File: src/hdl/mawr_pkg.sv
package mawr_pkg;

    // field and register widths
    localparam int CH_W      = 8;
    localparam int CFG_W     = 11;
    localparam int CFG_IDX_W = 1;
    localparam int SUM2_W    = 9;
    localparam int SUM4_W    = 10;

    // default maximum source size
    localparam int DEF_MAX_WIDTH  = 1024;
    localparam int DEF_MAX_HEIGHT = 1024;

    // register indexes
    localparam logic [CFG_IDX_W-1:0] REG_SOURCE_WIDTH  = 1'b0;
    localparam logic [CFG_IDX_W-1:0] REG_SOURCE_HEIGHT = 1'b1;

    // one rgba pixel, red in the lowest byte
    typedef logic [3:0][CH_W-1:0] pixel_t;

    // channel sums of one reduced pixel on their way into the filter
    typedef struct packed {
        logic [3:0][SUM4_W-1:0] sum;
        logic                   quad;
        logic                   last;
    } filt_item_t;

endpackage

File: src/hdl/mawr_filter.sv
module mawr_filter (
    input  logic               aclk,
    input  logic               aresetn,
    input  logic               in_valid,
    output logic               in_ready,
    input  mawr_pkg::filt_item_t in_item,
    output logic               out_valid,
    input  logic               out_ready,
    output mawr_pkg::pixel_t   out_pixel,
    output logic               out_last
);
    import mawr_pkg::*;

    localparam int PROD_W = 2 * SUM4_W;
    localparam int X_W    = 16;

    // floor(x / 255) for x up to 65025, by estimate and one correction
    function automatic logic [CH_W-1:0] div255(input logic [X_W-1:0] x);
        logic [X_W:0] x_ext;
        logic [X_W:0] est_sum;
        logic [X_W:0] q_est;
        logic [X_W:0] q_times;
        logic [X_W:0] rem;
        logic [X_W:0] q_fix;
        x_ext   = {1'b0, x};
        est_sum = x_ext + (x_ext >> 8);
        q_est   = est_sum >> 8;
        q_times = (q_est << 8) - q_est;
        rem     = x_ext - q_times;
        q_fix   = (rem >= (X_W+1)'(255)) ? q_est + (X_W+1)'(1) : q_est;
        return q_fix[CH_W-1:0];
    endfunction

    logic                  va_reg;
    logic [2:0][X_W-1:0]   x_reg;
    logic [CH_W-1:0]       alpha_reg;
    logic                  last_a_reg;

    logic                  out_valid_reg;
    pixel_t                pixel_reg;
    logic                  out_last_reg;

    logic                  out_adv;
    logic                  a_adv;
    logic [2:0][X_W-1:0]   x_next;
    logic [CH_W-1:0]       alpha_next;

    // ready chain, bubbles collapse
    assign out_adv  = !out_valid_reg || out_ready;
    assign a_adv    = !va_reg || out_adv;
    assign in_ready = a_adv;

    // colour times alpha sum, scaled down to the divide by 255
    always_comb begin
        logic [PROD_W-1:0] prod;
        for (int k = 0; k < 3; k++) begin
            prod      = PROD_W'(in_item.sum[k]) * PROD_W'(in_item.sum[3]);
            x_next[k] = in_item.quad ? X_W'(prod >> 4) : X_W'(prod >> 2);
        end
        alpha_next = in_item.quad ? CH_W'(in_item.sum[3] >> 2) : CH_W'(in_item.sum[3] >> 1);
    end

    // product stage
    always_ff @(posedge aclk) begin
        if (!aresetn) begin
            va_reg <= 1'b0;
        end else if (a_adv) begin
            va_reg <= in_valid;
        end
    end

    always_ff @(posedge aclk) begin
        if (a_adv && in_valid) begin
            x_reg      <= x_next;
            alpha_reg  <= alpha_next;
            last_a_reg <= in_item.last;
        end
    end

    // output register with the divide by 255
    always_ff @(posedge aclk) begin
        if (!aresetn) begin
            out_valid_reg <= 1'b0;
        end else if (out_adv) begin
            out_valid_reg <= va_reg;
        end
    end

    always_ff @(posedge aclk) begin
        if (out_adv && va_reg) begin
            for (int k = 0; k < 3; k++) begin
                pixel_reg[k] <= div255(x_reg[k]);
            end
            pixel_reg[3] <= alpha_reg;
            out_last_reg <= last_a_reg;
        end
    end

    assign out_valid = out_valid_reg;
    assign out_pixel = pixel_reg;
    assign out_last  = out_last_reg;

endmodule

File: config.mk
export PLATFORM = sky130hd
export DESIGN_NAME = mawr_filter
export DESIGN_NICKNAME = d
export VERILOG_FILES = /design/src/hdl/mawr_pkg.sv /design/src/hdl/mawr_filter.sv
export SDC_FILE = /design/constraint.sdc
export NUM_CORES = 1
export LEC_CHECK = 0
export BUFFER_PORTS_ARGS = -buffer_cell sky130_fd_sc_hd__buf_4
export CELL_PAD_IN_SITES_DETAIL_PLACEMENT = 1
export CELL_PAD_IN_SITES_GLOBAL_PLACEMENT = 2
export CORE_AREA = 2 2 243 185
export CTS_BUF_LIST = sky130_fd_sc_hd__clkbuf_4 sky130_fd_sc_hd__clkbuf_8
export DETAILED_ROUTE_END_ITERATION = 10
export DIE_AREA = 0 0 245 187
export PLACE_DENSITY = 0.92
export SYNTH_ARGS = -nofsm -noshare
export SYNTH_HDL_FRONTEND = slang
export SYNTH_SLANG_ARGS = --single-unit
File: constraint.sdc
create_clock -name aclk -period 8.8 [get_ports aclk]
set_input_delay 1.76 -clock aclk [delete_from_list [all_inputs] [get_ports aclk]]
set_output_delay 1.76 -clock aclk [all_outputs]
set_load 0.03 [all_outputs]
==> metrics.md <==
| Metric | Value |
|---|---|
| Most common flop cell mapped by yosys | `sky130_fd_sc_hd__edfxtp_1` |
| Clock tree from TritonCTS | `built` |
| Antenna Violating Nets Remaining | `0` |
| Setup-violating endpoint count in the final report | `0` |
| Critical Path, Cell by Cell | `buf_4, nand2_1, fa_1, fa_1, inv_1, ha_1, inv_1, fa_1, inv_1, fa_1, ha_1, a21oi_1, o21ai_1, a21boi_0, o21bai_1, a41oi_1, a21oi_1, a31oi_1, nor2_1, nor4_1, a211oi_1` |
| Fraction of layout cells with a size suffix above 1 | `0.06914` |
| Worst min path class | `reg2reg` |
| Fraction of post-synthesis cell area in the top cell type by area | `0.2102` |
| Final Critical Period | `6.863 ns` |
| Launching element type of the critical path | `input pin` |
| Required @ worst endpoint | `8.99 ns` |
| Post-Layout Cell Count | `2582` |
| Via count of the first global-routing pass | `14.98k` |
| Die height | `187 um` |
| Maximum number of pins on one net before global-route repair | `58` |
| Clock insertion delay at the later pin of the skew report | `0.45 ns` |
| Maximum level of the CTS H-tree | `3` |
| IO Count | `81` |
| Post-DR wirelength/cell | `17.82 um` |
| Sequential area share after synthesis | `0.1549` |
| Worst hold-check slack | `0.4221 ns` |
| R2R Path End | `out_pixel[23]` |
| Slowest cell on the critical path | `sky130_fd_sc_hd__fa_1` |
| Clock transition at the register clock pins on the worst setup and hold paths after CTS | `0.09 ns` |
| Synthesis Warnings | `0` |
| Buffers inserted during post-CTS setup optimization | `0` |
| Number of hold violations in the final report | `0` |
| First-pass GRT wire length | `76730 um` |
| Number of enable-type register cells in the synthesized netlist | `90` |
| Area Growth Syn to Fin | `7.220%` |
| Fin crit share | `0.7799` |
| Worst setup path start | `in_item[35]` |
| Register-to-register setup slack | `2.83 ns` |
| Count of nets after finishing | `2496` |
| CTS Buf Count | `9` |
| FMAX | `145.7 MHz` |
| Detailed-router iteration count before antenna repair | `6` |
| Routability cong. | `0.8576` |
| Overflow left after global routing | `0` |
| Remaining DRCs | `0` |
| Die outline width | `245 um` |
| Type of the worst setup path | `in2reg` |
| Synth area leader | `sky130_fd_sc_hd__fa_1` |
| Buffers & Inverters on Critical Path | `4` |
| Largest clock skew in the final design | `0.01551 ns` |
| Worst-case headroom to the max-slew limit | `0.4092` |
| Aggregate global-route resource usage | `0.2074` |
| DRT Wirelength | `46020 um` |
| Final HPWL from detailed placement | `37090 um` |
| 1st-iter DRT viols | `619` |
| Post-synthesis net count | `2477` |
| Placed Instances | `2566` |
| Critical Path Max Stage Delay | `0.52 ns` |
| Via total after detailed routing | `13.79k` |
| Number of buffers added to fix hold violations after cts | `0` |
| Final number of max-transition violations | `0` |
| Measured slew at the worst slew-check pin | `0.8861 ns` |
| Setup crit end | `x_reg[30]` |
| Synth Instances | `1972` |
| Worst Reg-to-Reg Cells | `24` |
| Proportion of register bits with asynchronous set or reset after synthesis | `0` |
| Total standard cell area after synthesis | `17710 um2` |
| Synth Area per Inst | `8.981 um2` |
| Average vias per placed instance | `5.342` |
| Flip-flop count of the largest register, all copies and words added | `48` |
| Status | `finished clean` |
| Most Frequent Cell on Critical Path | `sky130_fd_sc_hd__fa_1` |
| Source of the worst register-to-register timing path | `x_reg[45]` |
| # clock sinks | `92` |
| Setup repair after global routing missed its margin | `no` |
| Row cnt | `67` |
| Crit. End Element | `flip-flop` |
| Number of buffer cells added on primary ports | `80` |
| CP Max Fanout | `32` |
| Post_cts resized | `0` |
| Diodes inserted | `0` |
| Total of max-cap violations | `0` |
| Number of distinct library cells after synthesis | `84` |
| Number of antenna violations at the first check in global routing | `1` |
| Seq cells post-synth | `92` |
| Master cell of the clock root buffer | `sky130_fd_sc_hd__clkbuf_8` |
| Top cells by area, synth | `sky130_fd_sc_hd__fa_1 21%, sky130_fd_sc_hd__ha_1 19%, sky130_fd_sc_hd__edfxtp_1 15%` |
| Initial Utilization | `0.4040` |
| Max clock buf depth | `2` |
| Area of the placeable core | `43840 um2` |
| Cell depth of the worst setup path | `21` |
| Final total negative setup slack | `0 ns` |
| Data arrival, critical path | `7.05 ns` |
| Delay-heaviest family, CP | `adder cells` |
| Die ar. | `45820 um2` |
how the worst min path moves through the flow:
stage | startpoint | endpoint | slack, ns | cells after the start
6_report | alpha_reg[4] | out_pixel[28] | 0.42 | 0
3_5_place_dp | alpha_reg[7] | out_pixel[31] | 0.41 | 0
3_3_place_gp | alpha_reg[2] | out_pixel[26] | 0.41 | 0
2_1_floorplan | last_a_reg | out_last | 0.40 | 0
4_1_cts | alpha_reg[7] | out_pixel[31] | 0.43 | 0
5_1_grt | alpha_reg[4] | out_pixel[28] | 0.44 | 0
cells in the mapped netlist (17+ instances only):
cell type	number
sky130_fd_sc_hd__a21oi_1	76
sky130_fd_sc_hd__o21ai_0	35
sky130_fd_sc_hd__fa_1	186
sky130_fd_sc_hd__and2_1	140
sky130_fd_sc_hd__inv_1	306
sky130_fd_sc_hd__and3_1	18
sky130_fd_sc_hd__nand2_1	223
sky130_fd_sc_hd__edfxtp_1	90
sky130_fd_sc_hd__clkbuf_1	67
sky130_fd_sc_hd__nor2_1	71
sky130_fd_sc_hd__nand3_1	28
sky130_fd_sc_hd__xor2_1	36
sky130_fd_sc_hd__o21ai_1	22
sky130_fd_sc_hd__a21o_1	25
sky130_fd_sc_hd__nor3_1	17
sky130_fd_sc_hd__ha_1	273
sky130_fd_sc_hd__xnor2_1	81
cell usage in the layout (no fill, tap or decap), types with 15 or more instances in the layout:
cell type	synthesis	routed
sky130_fd_sc_hd__xnor2_1	81	81
sky130_fd_sc_hd__nor3_1	17	17
sky130_fd_sc_hd__a21o_1	25	25
sky130_fd_sc_hd__ha_1	273	273
sky130_fd_sc_hd__buf_4	0	84
sky130_fd_sc_hd__inv_1	306	306
sky130_fd_sc_hd__and3_1	18	18
sky130_fd_sc_hd__edfxtp_1	90	90
sky130_fd_sc_hd__a21oi_1	76	76
sky130_fd_sc_hd__nand2_1	223	223
sky130_fd_sc_hd__nor2_1	71	71
sky130_fd_sc_hd__nand3_1	28	28
sky130_fd_sc_hd__fa_1	186	186
sky130_fd_sc_hd__o21a_1	15	15
sky130_fd_sc_hd__nand2b_1	16	16
sky130_fd_sc_hd__xor2_1	36	36
sky130_fd_sc_hd__o21ai_0	35	35
sky130_fd_sc_hd__and2_1	140	139
sky130_fd_sc_hd__mux2i_1	16	16
sky130_fd_sc_hd__o21ai_1	22	22
cell families after synthesis:
kind of cell               Yosys count  synth area share
DFF                                 92            0.1549
buffers and inverters              383           0.08167
AOI/OAI and AO/OA                  300            0.1159
muxes                               33           0.01985
and+or+nand+nor                    588            0.1668
adders and majority gates          459            0.4031
xor gates and xnor gates           117           0.05786
final cells by class:
class	instances	area (um2)
clock buffers	11	138.9
clock inverters	5	61.31
fillers	5076	24850
inverters	307	1152
multi-input cells	1497	13530
flip-flops and latches	92	2743
well taps	586	733.2
repair buffers	84	630.6
per-stage QoR:
step / utilization / instance area (um2) / setup slack [ns]
final: 0.4331 / 18990 / 1.937
after global routing: 0.4331 / 18990 / 1.558
after CTS: 0.4331 / 18990 / 1.991
after detailed placement: 0.4286 / 18790 / 1.483
after global placement: 0.4286 / 18790 / 1.643
after floorplan: - / 17710 / 1.815
metal layers:
metal / part of all wire / vias up / GRT usage
met5: 0.00028 / - / 0
li1: - / 6597 / -
met4: 0.011 / 2 / 0.04714
met1: 0.48 / 6944 / 0.2870
met3: 0.034 / 32 / 0.02482
met2: 0.47 / 219 / 0.3467
Power is left out: the tool's default activity adds up to more than one toggle a clock period on the data nets, which glitch-free logic cannot reach.
